File: config.mk
export PLATFORM = sky130hd
export DESIGN_NAME = kernel_map_region_table
export DESIGN_NICKNAME = d
export VERILOG_FILES = /design/src/rtl/kmrt_pkg.sv /design/src/rtl/kmrt_store.sv /design/src/rtl/kernel_map_region_table.sv
export SDC_FILE = /design/constraint.sdc
export NUM_CORES = 2
export LEC_CHECK = 0
export ABC_AREA = 1
export ABC_CLOCK_PERIOD_IN_PS = 8300
export BUFFER_PORTS_ARGS = -buffer_cell sky130_fd_sc_hd__buf_2
export CORE_AREA = 2 2 315 317
export DETAILED_ROUTE_END_ITERATION = 8
export DIE_AREA = 0 0 317 319
export HOLD_SLACK_MARGIN = 0.08
export PLACE_DENSITY = 0.79
export SLEW_MARGIN = 20
export SYNTH_ARGS = -nofsm -noshare
export SYNTH_HDL_FRONTEND = slang
export SYNTH_SLANG_ARGS = --single-unit
File: constraint.sdc
create_clock -name clock -period 8.3 [get_ports clock]
set_input_delay 1.66 -clock clock [delete_from_list [all_inputs] [get_ports clock]]
set_output_delay 1.66 -clock clock [all_outputs]
set_load 0.005 [all_outputs]
File: src/rtl/kmrt_pkg.sv
// Shared types and codes for the kernel map region table.
// Used by kmrt_store, kernel_map_region_table and kmrt_checker; depends on nothing.

package kmrt_pkg;

   // Field widths of one word on the request and response channels.
   localparam int ADDR_W = 32;
   localparam int LEN_W  = 32;
   localparam int ATTR_W = 12;
   localparam int SLOT_W = 4;

   // Request command codes.
   typedef enum logic [1:0] {
      CMD_INSERT = 2'd0,
      CMD_REMOVE = 2'd1,
      CMD_CLEAR  = 2'd2,
      CMD_LIST   = 2'd3
   } kmrt_cmd_type;

   // Response status codes.
   typedef enum logic [2:0] {
      STATUS_OK        = 3'd0,
      STATUS_DUPLICATE = 3'd1,
      STATUS_FULL      = 3'd2,
      STATUS_NOT_FOUND = 3'd3,
      STATUS_EMPTY     = 3'd4
   } kmrt_status_type;

   // One stored region.
   typedef struct packed {
      logic [ADDR_W-1:0] start;
      logic [LEN_W-1:0]  length;
      logic [ATTR_W-1:0] attributes;
   } kmrt_entry_type;

   // Control strobes from the sequencer to the region store.
   typedef struct packed {
      logic rd_en;  // read the entry at the scan index
      logic wr_en;  // write an entry and mark it occupied
      logic drop;   // mark the entry at the scan index free
      logic wipe;   // mark every entry free
   } kmrt_store_ctl_type;

   // Sequencer states.
   typedef enum logic [3:0] {
      S_IDLE,
      S_DUP_READ,
      S_DUP_CHECK,
      S_FREE_SEARCH,
      S_REM_READ,
      S_REM_CHECK,
      S_LIST_READ,
      S_LIST_CHECK,
      S_REPLY
   } kmrt_state_type;

endpackage

File: src/rtl/kmrt_store.sv
// Region store: a single-port-read table of region entries plus occupancy bits.
// Depends on kmrt_pkg for the entry and control types.

module kmrt_store import kmrt_pkg::*; #(
   parameter int ENTRIES = 16,
   localparam int IDX_W = $clog2(ENTRIES)
) (
   input  logic               clock,
   input  logic               reset,
   input  kmrt_store_ctl_type ctl,
   input  logic [IDX_W-1:0]   rd_addr,
   input  logic [IDX_W-1:0]   wr_addr,
   input  kmrt_entry_type     wr_entry,
   output kmrt_entry_type     rd_entry,
   output logic [ENTRIES-1:0] valid
);

   kmrt_entry_type     mem [ENTRIES];
   kmrt_entry_type     rd_entry_ff;
   logic [ENTRIES-1:0] valid_ff;

   // Entry contents; a free entry is never read for its payload.
   always_ff @(posedge clock) begin
      if (ctl.wr_en) begin
         mem[wr_addr] <= wr_entry;
      end
   end

   // Registered read port.
   always_ff @(posedge clock) begin
      if (ctl.rd_en) begin
         rd_entry_ff <= mem[rd_addr];
      end
   end

   // Occupancy bits; a free entry stands for an all-zero region.
   always_ff @(posedge clock) begin
      if (reset) begin
         valid_ff <= '0;
      end else if (ctl.wipe) begin
         valid_ff <= '0;
      end else begin
         if (ctl.wr_en) begin
            valid_ff[wr_addr] <= 1'b1;
         end
         if (ctl.drop) begin
            valid_ff[rd_addr] <= 1'b0;
         end
      end
   end

   assign rd_entry = rd_entry_ff;
   assign valid    = valid_ff;

endmodule

File: src/rtl/kernel_map_region_table.sv
// Kernel map region table: top level with the command sequencer and response register.
// Depends on kmrt_pkg and kmrt_store.

// The table holds TABLE_ENTRIES regions and handles one command at a time; req_stall is
// high from the cycle after a word is accepted until the command's sequencer has finished.
// All work goes through one comparator set that visits one slot per step, fed by the
// store's single registered read port: an occupied slot takes a read state and a check
// state, a free slot the read state alone. Clear wipes the table at the accepting edge
// and then replies. Remove scans the slots in index order. Insert first scans the slots
// for a duplicate and then makes a circular free-slot search from the rotating pointer.
// List walks the slots in index order up to the last occupied one; an empty list scans
// every slot. Every command also waits while rsp_stall holds a response word. The table
// comes out of reset empty with no clearing pass.

module kernel_map_region_table import kmrt_pkg::*; #(
   parameter int TABLE_ENTRIES = 16
) (
   input  logic              clock,
   input  logic              reset,
   // request channel
   input  logic              req_valid,
   output logic              req_stall,
   input  logic [1:0]        req_command,
   input  logic [ADDR_W-1:0] req_start_address,
   input  logic [LEN_W-1:0]  req_length,
   input  logic [ATTR_W-1:0] req_attributes,
   // response channel
   output logic              rsp_valid,
   input  logic              rsp_stall,
   output logic [2:0]        rsp_status,
   output logic [SLOT_W-1:0] rsp_slot_index,
   output logic [ADDR_W-1:0] rsp_out_start,
   output logic [LEN_W-1:0]  rsp_out_length,
   output logic [ATTR_W-1:0] rsp_out_attributes,
   output logic              rsp_is_io,
   output logic              rsp_last,
   // configuration
   input  logic              csr_write_enable,
   input  logic [ADDR_W-1:0] csr_write_data
);

   localparam int IDX_W = $clog2(TABLE_ENTRIES);
   localparam int CNT_W = $clog2(TABLE_ENTRIES + 1);
   localparam logic [TABLE_ENTRIES-1:0] ONE = TABLE_ENTRIES'(1);
   localparam logic [IDX_W-1:0] LAST_IDX = IDX_W'(TABLE_ENTRIES - 1);

   function automatic logic [IDX_W-1:0] wrap_inc(input logic [IDX_W-1:0] p);
      return (p == LAST_IDX) ? '0 : p + 1'b1;
   endfunction

   // sequencer state
   kmrt_state_type    state_ff, state_in;
   logic [CNT_W-1:0]  cnt_ff, cnt_in;
   logic [IDX_W-1:0]  scan_ff, scan_in;
   logic [IDX_W-1:0]  ptr_ff, ptr_in;
   logic [ADDR_W-1:0] key_start_ff, key_start_in;
   logic [LEN_W-1:0]  key_length_ff, key_length_in;
   logic [ATTR_W-1:0] key_attr_ff, key_attr_in;
   kmrt_status_type   reply_status_ff, reply_status_in;
   logic [SLOT_W-1:0] reply_slot_ff, reply_slot_in;
   logic [ADDR_W-1:0] memsize_ff;

   // response register
   logic              rsp_valid_ff;
   kmrt_status_type   rsp_status_ff, rsp_status_in;
   logic [SLOT_W-1:0] rsp_slot_ff, rsp_slot_in;
   logic [ADDR_W-1:0] rsp_start_ff, rsp_start_in;
   logic [LEN_W-1:0]  rsp_length_ff, rsp_length_in;
   logic [ATTR_W-1:0] rsp_attr_ff, rsp_attr_in;
   logic              rsp_io_ff, rsp_io_in;
   logic              rsp_last_ff, rsp_last_in;
   logic              load_rsp;

   // store connection
   kmrt_store_ctl_type       ctl;
   kmrt_entry_type           wr_entry;
   kmrt_entry_type           rd_entry;
   logic [TABLE_ENTRIES-1:0] valid;

   logic [IDX_W-1:0]         idx;
   logic                     scan_done;
   logic                     out_free;
   logic [TABLE_ENTRIES-1:0] upto_mask;
   logic                     more_after;

   kmrt_store #(.ENTRIES(TABLE_ENTRIES)) u_store (
      .clock    (clock),
      .reset    (reset),
      .ctl      (ctl),
      .rd_addr  (idx),
      .wr_addr  (scan_ff),
      .wr_entry (wr_entry),
      .rd_entry (rd_entry),
      .valid    (valid)
   );

   // Scan position and the occupied slots past it, for the final list word.
   assign idx        = cnt_ff[IDX_W-1:0];
   assign scan_done  = (cnt_ff == CNT_W'(TABLE_ENTRIES));
   assign upto_mask  = ((ONE << idx) << 1) - ONE;
   assign more_after = |(valid & ~upto_mask);
   assign out_free   = !rsp_valid_ff || !rsp_stall;
   assign req_stall  = (state_ff != S_IDLE);

   assign wr_entry.start      = key_start_ff;
   assign wr_entry.length     = key_length_ff;
   assign wr_entry.attributes = key_attr_ff;

   // Next state and control for the sequencer.
   always_comb begin
      state_in        = state_ff;
      cnt_in          = cnt_ff;
      scan_in         = scan_ff;
      ptr_in          = ptr_ff;
      key_start_in    = key_start_ff;
      key_length_in   = key_length_ff;
      key_attr_in     = key_attr_ff;
      reply_status_in = reply_status_ff;
      reply_slot_in   = reply_slot_ff;
      ctl             = '0;
      load_rsp        = 1'b0;
      rsp_status_in   = STATUS_OK;
      rsp_slot_in     = '0;
      rsp_start_in    = '0;
      rsp_length_in   = '0;
      rsp_attr_in     = '0;
      rsp_io_in       = 1'b0;
      rsp_last_in     = 1'b1;

      unique case (state_ff)
         S_IDLE: begin
            if (req_valid) begin
               key_start_in  = req_start_address;
               key_length_in = req_length;
               key_attr_in   = req_attributes;
               cnt_in        = '0;
               unique case (kmrt_cmd_type'(req_command))
                  CMD_INSERT: state_in = S_DUP_READ;
                  CMD_REMOVE: state_in = S_REM_READ;
                  CMD_CLEAR: begin
                     ctl.wipe        = 1'b1;
                     reply_status_in = STATUS_OK;
                     reply_slot_in   = '0;
                     state_in        = S_REPLY;
                  end
                  CMD_LIST: state_in = S_LIST_READ;
               endcase
            end
         end

         // A free slot reads as a zero start, so it matches only a zero key.
         S_DUP_READ: begin
            if (scan_done) begin
               cnt_in   = '0;
               scan_in  = ptr_ff;
               state_in = S_FREE_SEARCH;
            end else if (valid[idx]) begin
               ctl.rd_en = 1'b1;
               state_in  = S_DUP_CHECK;
            end else if (key_start_ff == '0) begin
               reply_status_in = STATUS_DUPLICATE;
               reply_slot_in   = '0;
               state_in        = S_REPLY;
            end else begin
               cnt_in = cnt_ff + 1'b1;
            end
         end

         S_DUP_CHECK: begin
            if (rd_entry.start == key_start_ff) begin
               reply_status_in = STATUS_DUPLICATE;
               reply_slot_in   = '0;
               state_in        = S_REPLY;
            end else begin
               cnt_in   = cnt_ff + 1'b1;
               state_in = S_DUP_READ;
            end
         end

         // Circular search for a free slot from the rotating pointer.
         S_FREE_SEARCH: begin
            if (scan_done) begin
               reply_status_in = STATUS_FULL;
               reply_slot_in   = '0;
               state_in        = S_REPLY;
            end else if (!valid[scan_ff]) begin
               ctl.wr_en       = 1'b1;
               ptr_in          = wrap_inc(scan_ff);
               reply_status_in = STATUS_OK;
               reply_slot_in   = SLOT_W'(scan_ff);
               state_in        = S_REPLY;
            end else begin
               scan_in = wrap_inc(scan_ff);
               cnt_in  = cnt_ff + 1'b1;
            end
         end

         // A free slot is an all-zero region and may match a zero start and length.
         S_REM_READ: begin
            if (scan_done) begin
               reply_status_in = STATUS_NOT_FOUND;
               reply_slot_in   = '0;
               state_in        = S_REPLY;
            end else if (valid[idx]) begin
               ctl.rd_en = 1'b1;
               state_in  = S_REM_CHECK;
            end else if ((key_start_ff == '0) && (key_length_ff == '0)) begin
               reply_status_in = STATUS_OK;
               reply_slot_in   = SLOT_W'(idx);
               state_in        = S_REPLY;
            end else begin
               cnt_in = cnt_ff + 1'b1;
            end
         end

         S_REM_CHECK: begin
            if ((rd_entry.start == key_start_ff) && (rd_entry.length == key_length_ff)) begin
               ctl.drop        = 1'b1;
               reply_status_in = STATUS_OK;
               reply_slot_in   = SLOT_W'(idx);
               state_in        = S_REPLY;
            end else begin
               cnt_in   = cnt_ff + 1'b1;
               state_in = S_REM_READ;
            end
         end

         // Walk the slots in index order, reading only the occupied ones.
         S_LIST_READ: begin
            if (scan_done) begin
               reply_status_in = STATUS_EMPTY;
               reply_slot_in   = '0;
               state_in        = S_REPLY;
            end else if (valid[idx]) begin
               ctl.rd_en = 1'b1;
               state_in  = S_LIST_CHECK;
            end else begin
               cnt_in = cnt_ff + 1'b1;
            end
         end

         S_LIST_CHECK: begin
            if (out_free) begin
               load_rsp      = 1'b1;
               rsp_status_in = STATUS_OK;
               rsp_slot_in   = SLOT_W'(idx);
               rsp_start_in  = rd_entry.start;
               rsp_length_in = rd_entry.length;
               rsp_attr_in   = rd_entry.attributes;
               rsp_io_in     = (rd_entry.start >= memsize_ff);
               rsp_last_in   = !more_after;
               cnt_in        = cnt_ff + 1'b1;
               state_in      = more_after ? S_LIST_READ : S_IDLE;
            end
         end

         // Single-word result of insert, remove, clear or an empty list.
         S_REPLY: begin
            if (out_free) begin
               load_rsp      = 1'b1;
               rsp_status_in = reply_status_ff;
               rsp_slot_in   = reply_slot_ff;
               rsp_last_in   = 1'b1;
               state_in      = S_IDLE;
            end
         end

         default: state_in = S_IDLE;
      endcase
   end

   // Sequencer registers.
   always_ff @(posedge clock) begin
      if (reset) begin
         state_ff <= S_IDLE;
         cnt_ff   <= '0;
         scan_ff  <= '0;
         ptr_ff   <= '0;
      end else begin
         state_ff <= state_in;
         cnt_ff   <= cnt_in;
         scan_ff  <= scan_in;
         ptr_ff   <= ptr_in;
      end
   end

   // Request key and pending reply.
   always_ff @(posedge clock) begin
      key_start_ff    <= key_start_in;
      key_length_ff   <= key_length_in;
      key_attr_ff     <= key_attr_in;
      reply_status_ff <= reply_status_in;
      reply_slot_ff   <= reply_slot_in;
   end

   // Memory size register.
   always_ff @(posedge clock) begin
      if (reset) begin
         memsize_ff <= '0;
      end else if (csr_write_enable) begin
         memsize_ff <= csr_write_data;
      end
   end

   // Response register; it holds its word while the consumer stalls.
   always_ff @(posedge clock) begin
      if (reset) begin
         rsp_valid_ff <= 1'b0;
      end else if (load_rsp) begin
         rsp_valid_ff <= 1'b1;
      end else if (!rsp_stall) begin
         rsp_valid_ff <= 1'b0;
      end
   end

   always_ff @(posedge clock) begin
      if (load_rsp) begin
         rsp_status_ff <= rsp_status_in;
         rsp_slot_ff   <= rsp_slot_in;
         rsp_start_ff  <= rsp_start_in;
         rsp_length_ff <= rsp_length_in;
         rsp_attr_ff   <= rsp_attr_in;
         rsp_io_ff     <= rsp_io_in;
         rsp_last_ff   <= rsp_last_in;
      end
   end

   assign rsp_valid          = rsp_valid_ff;
   assign rsp_status         = rsp_status_ff;
   assign rsp_slot_index     = rsp_slot_ff;
   assign rsp_out_start      = rsp_start_ff;
   assign rsp_out_length     = rsp_length_ff;
   assign rsp_out_attributes = rsp_attr_ff;
   assign rsp_is_io          = rsp_io_ff;
   assign rsp_last           = rsp_last_ff;

endmodule

# [Word level (Yosys, flattened, before mapping)]
# Memories as Yosys holds them, arrays and structs flattened. A register that Yosys moved wholly into a read port is not among the register bits.
# Index checks and enable logic that the tools add are counted.
[word_totals] register_bits=234 ram_bits=1216 output_inout_bits=87 n_memories=1
[mem_list] memory="u_store.mem" words=16 width=76 rd=1 rd_clocked_by_memory_dff=1 write_ports=1 line="kmrt_store.sv:18" source="kmrt_entry_type mem [ENTRIES];"
[op_classes] add_sub_neg=3 magnitude_cmp=5 eq_ne=44 shifts=1 muxes=98 bitwise=7 n_reduce_logical=28
[ops] cell="two-way mux 4 bit" count=34
[ops] cell="two-way mux 5 bit" count=14
[ops] cell="equality test 32 bit" count=2
[ops] cell="zero test 32 bit" count=2
[ops] cell="two-way mux 16 bit" count=4
[ops] cell="two-way mux 3 bit" count=14
[ops] cell="one-hot mux 5 bit (8 select lines)" count=1
[ops] cell="!= test 2 bit, second input constant" count=19
[ops] cell="one-hot mux 4 bit (9 select lines)" count=1
[ops] cell="bitwise AND 16 bit" count=2
[ops] cell="greater-or-equal comparator 32 bit" count=1
[ops] cell="NOT 16 bit" count=2
[ops] cell="one-hot mux 4 bit (7 select lines)" count=1
[ops] cell="two-way mux 1 bit" count=21
[ops] cell="one-hot mux 3 bit (7 select lines)" count=1
[ops] cell="!= test 3 bit, second input constant" count=6
[ops] cell="equality test 4 x 3 -> 1 bit, second input constant" count=4
[ops] cell="OR 16 bit" count=1
[ops] cell="one-hot mux 4 bit (2 select lines)" count=2
[ops] cell="one-hot mux 4 bit (4 select lines)" count=1
[ops] cell="OR reduction 16 bit" count=1
[ops] cell="subtractor 16 x 1 -> 16 bit, second input constant" count=1
[ops] cell="left shift 1 x 4 -> 15 bit, first input constant" count=1
[ops] cell="AND reduction 14 bit" count=1
[ops] cell="other kinds (31)" count=49

# [Depth between registers and ports, before layout]
[logic_depth] depth_word=10 ltp_mapped=22 ltp_nobuf=18

# [Hierarchy]
# A second synthesis with hierarchy kept.
[hier_totals] cells_unflattened=6231 hier_area_um2=64858.5
[modules_own_cells] module="kmrt_store" n_inst=1 cells_each=5062 area_per_inst_um2=54011.8
[modules_own_cells] module="kernel_map_region_table" n_inst=1 cells_each=1169 area_per_inst_um2=10846.7

# [Worst setup path after synthesis]
# OpenSTA, ideal clock, no wires.
[synth_timing] path_kind="flip-flop to flip-flop" startpoint="register cnt_ff[0]" endpoint="register, netlist name u_store.rd_entry[0]" setup_ns=0.536 t_arrival_ns=5.408 required_ns=7.764 setup_slack_ns=2.356 path_stages_with_launch=11 period_less_slack_ns=5.944 path_cell_list="dfxtp_1 -> buf_6 -> inv_4 -> buf_6 -> clkbuf_1 -> clkbuf_1 -> ha_1 -> nand3_4 -> buf_6 -> nand2_1 -> a21oi_1"
[synth_rtl] element="start: declaration" line="kernel_map_region_table.sv:53" source="logic [CNT_W-1:0] cnt_ff, cnt_in;"
[synth_rtl] element="start signal: assignment" line="kernel_map_region_table.sv:281" source="cnt_ff <= cnt_in;"

# [Final worst setup path]
[layout_timing] startpoint="register cnt_ff[0]" endpoint="memory u_store.mem[14][53] in the netlist's numbering (enable)"
[layout_between] elab_chain_cells=5
[layout_lines] element="equality test 5 bit" line="kernel_map_region_table.sv:99" source="assign scan_done = (cnt_ff == CNT_W'(TABLE_ENTRIES));"
[layout_lines] element="two-way mux 1 bit" line="kernel_map_region_table.sv:182" source="if (scan_done) begin"
[layout_lines] element="two-way mux 1 bit" line="kernel_map_region_table.sv:130" source="unique case (state_ff)"
[layout_lines] element="two-way mux 1 bit" line="kmrt_store.sv:24" source="if (ctl.wr_en) begin"
[layout_lines] element="two-way mux 1 bit (not written as such)" line="kmrt_store.sv:25" source="mem[wr_addr] <= wr_entry;"
[layout_lines] element="end: declaration" line="kmrt_store.sv:18"
# No other way between the ends.

==> run summary <==
starting density of the core -> 61.6%
max_cap viols -> 0
post-CTS sizing -> 0
Area Overhead vs Synth -> 11.9%
area fraction of the dominant cell type after synthesis -> 72.9%
Post-synth EDFFs -> 1,460
initial antenna violation count -> 1
top cells by area, synth -> edfxtp_1, o21ai_0, nor2_1, o22ai_1, nand2_1
gpl congestion -> 0.921
Hold Vio Cnt, Final -> 0
share of layout cells above drive strength 1 -> 11.2%
Worst Path Required -> 8.66 ns
Worst-Margin Slew -> 1.20 ns
Cell variety after synth -> 50
synthesized area -> 60,200 um2
CTS Buf Count -> 151
first-pass GRT wire length -> 226,000 um
IO Port Bufs -> 201
final worst slack -> 3.29 ns
Post-CTS Repair Setup Buffers -> 0
site row count -> 115
Final Cycle Share -> 60.3%
peak supply drop -> 243 uV
max-slew violations -> 0
M3 GR Usage -> 5.83%
hpwl dp -> 83,200 um
clock sinks -> 1,526
pin count of the biggest net entering global routing -> 254
CP Launch Type -> register
hold_buf cts -> 0
Async S/R FF share, synth -> 0%
Max FO, Critical Path -> 176
Fin Clk Skew -> 0.0395 ns
fill count -> 6,378
overall power -> 21.1 mW
grt met2 use -> 47.0%
# IOs -> 202
FF+latch count, synth -> 1,526
# DRC -> 0
Pre-Repair DR Iteration Count -> 6
Core Box Area -> 97,700 um2
routed len/inst -> 24.2 um
post-synth net total -> 4,857
routed via count -> 39,400
max_slew headroom -> 20.3%
vias in the first global route -> 38,100
drt first-iter violations -> 5,792
M1 GR Usage -> 41.6%
die width -> 317 um
P_leak -> 23.1 nW
final core occ -> 68.9%
grt total ovfl -> 0
RSZ-0062 raised after global routing -> no
worst min-delay path class -> register to register
Power Density -> 313 nW/um2
Place WS -> 3.40 ns
antenna-violating nets left -> 0
gr usage total -> 29.9%
fin nets -> 5,017
CP endpoint kind -> register
cells after synthesis -> 4,699
synthesized area per cell -> 12.8 um2
CTS Buffer Depth -> 3
Setup Crit Path Kind -> register to register
Ys Warns -> 0
commonest cells after routing, fill and taps aside -> edfxtp_1, nor2_1, o21ai_0
final setup fails -> 0
commonest non-fill, non-tap cell in the layout -> edfxtp_1
CTS tree -> done
later-pin clock latency in the skew report -> 0.77 ns
highest achievable clock rate -> 200 MHz
Vias/cell -> 6.29
area leader, netlist -> edfxtp_1
H-tree depth -> 4
die footprint -> 101,000 um2
GRT Max-Usage Layer -> met2
clock root cell -> clkbuf_16
Synth Flop Type -> edfxtp_1
Tmin final -> 5.01 ns
routed wire length -> 152,000 um
clock slew at reported path FFs -> 0.07 ns
status -> complete, no violations
Final TNS setup -> 0 ns
worst endpoint data arrival time -> 5.37 ns
sequential area share after synthesis -> 75.1%
height of the die -> 319 um
[Yosys cell counts (all sizes together) (2+ instances only)]
cell type / instances
buf: 34
nand2: 492
a31oi: 2
clkbuf: 230
xor2: 44
nand3: 52
xnor2: 16
a21oi: 79
a21boi: 2
o22ai: 324
dfxtp: 66
o2111ai: 2
o21ai: 682
edfxtp: 1460
o211ai: 4
inv: 192
nand4: 92
nor3: 11
a311oi: 2
ha: 43
nor2: 859
o21bai: 2
[through the flow]
stage	hold slack (ns)	area [um2]	std cells
CTS	0.466	67300	6267
floorplan	0.430	60200	4699
global route	0.487	67300	6267
detailed placement	0.457	62500	5993
global placement	0.447	62500	5990
finish	0.465	67300	6269
[layout make-up]
type / count / area, um2 / area share [%]
Multi-Input combinational cell: 2716 / 13400 / 19.8
Inverter: 193 / 757 / 1.12
Tap cell: 1287 / 1610 / 2.39
Sequential cell: 1526 / 45200 / 67.1
Clock buffer: 180 / 3940 / 5.85
Timing Repair Buffer: 271 / 1620 / 2.40
Antenna cell: 2 / 5.00 / 0.00743
Clock inverter: 94 / 870 / 1.29
[per-layer routing]
layer	part of all wire [%]	wire [um]
met1	38	57000
met5	0	0
met2	47	71400
met3	11	17300
met4	3.8	5760
[report_power, final]
group	switching, mW	total, mW	internal [mW]	leakage [nW]
Sequential	0.639	10.1	9.41	13.7
Clock	2.89	6.64	3.76	2.36
Combinational	3.17	4.40	1.23	6.98
[critical path, cell delays in order (launching register included)]
cell	delay [ns]
dfxtp_4	0.91
inv_16	0.36
ha_1	0.48
nand3_4	0.21
nand2_4	0.10
nor3_4	0.37
nand2_1	0.32
nor2_4	0.83
buf_4	0.87
[worst paths after layout]
kind | slack [ns] | cells after the start | startpoint | endpoint
hold reg to reg | 0.46 | 2 | ptr_ff[0] | ptr_ff[0]
setup / recovery | 3.29 | 8 | cnt_ff[0] | u_store.mem[14][53]
hold / removal | 0.46 | 2 | ptr_ff[0] | ptr_ff[0]
setup reg to reg | 3.29 | 8 | cnt_ff[0] | u_store.mem[14][53]
[sequential cells by signal (all words and copies together), names as in the netlist, 16 cells and up]
| name | cells |
|---|---|
| u_store.rd_entry | 76 |
| u_store.mem | 1216 |
| key_start_ff | 32 |
| u_store.valid | 16 |
| key_length_ff | 32 |
| rsp_out_start | 32 |
| memsize_ff | 32 |
| rsp_out_length | 32 |
[kinds of logic (layout without fill, tap and decap cells)]
| logic type | Yosys count | after routing | synth area share (%) |
|---|---|---|---|
| buf+inv | 457 | 738 | 2.97 |
| flops | 1526 | 1526 | 75.1 |
| other cells | 0 | 2 | 0 |
| xor+xnor | 60 | 60 | 0.873 |
| fa+ha+maj | 43 | 43 | 0.894 |
| simple gates | 1510 | 1510 | 10.2 |
| compound gates | 1103 | 1103 | 9.96 |
(Power assumes the default switching activity.)
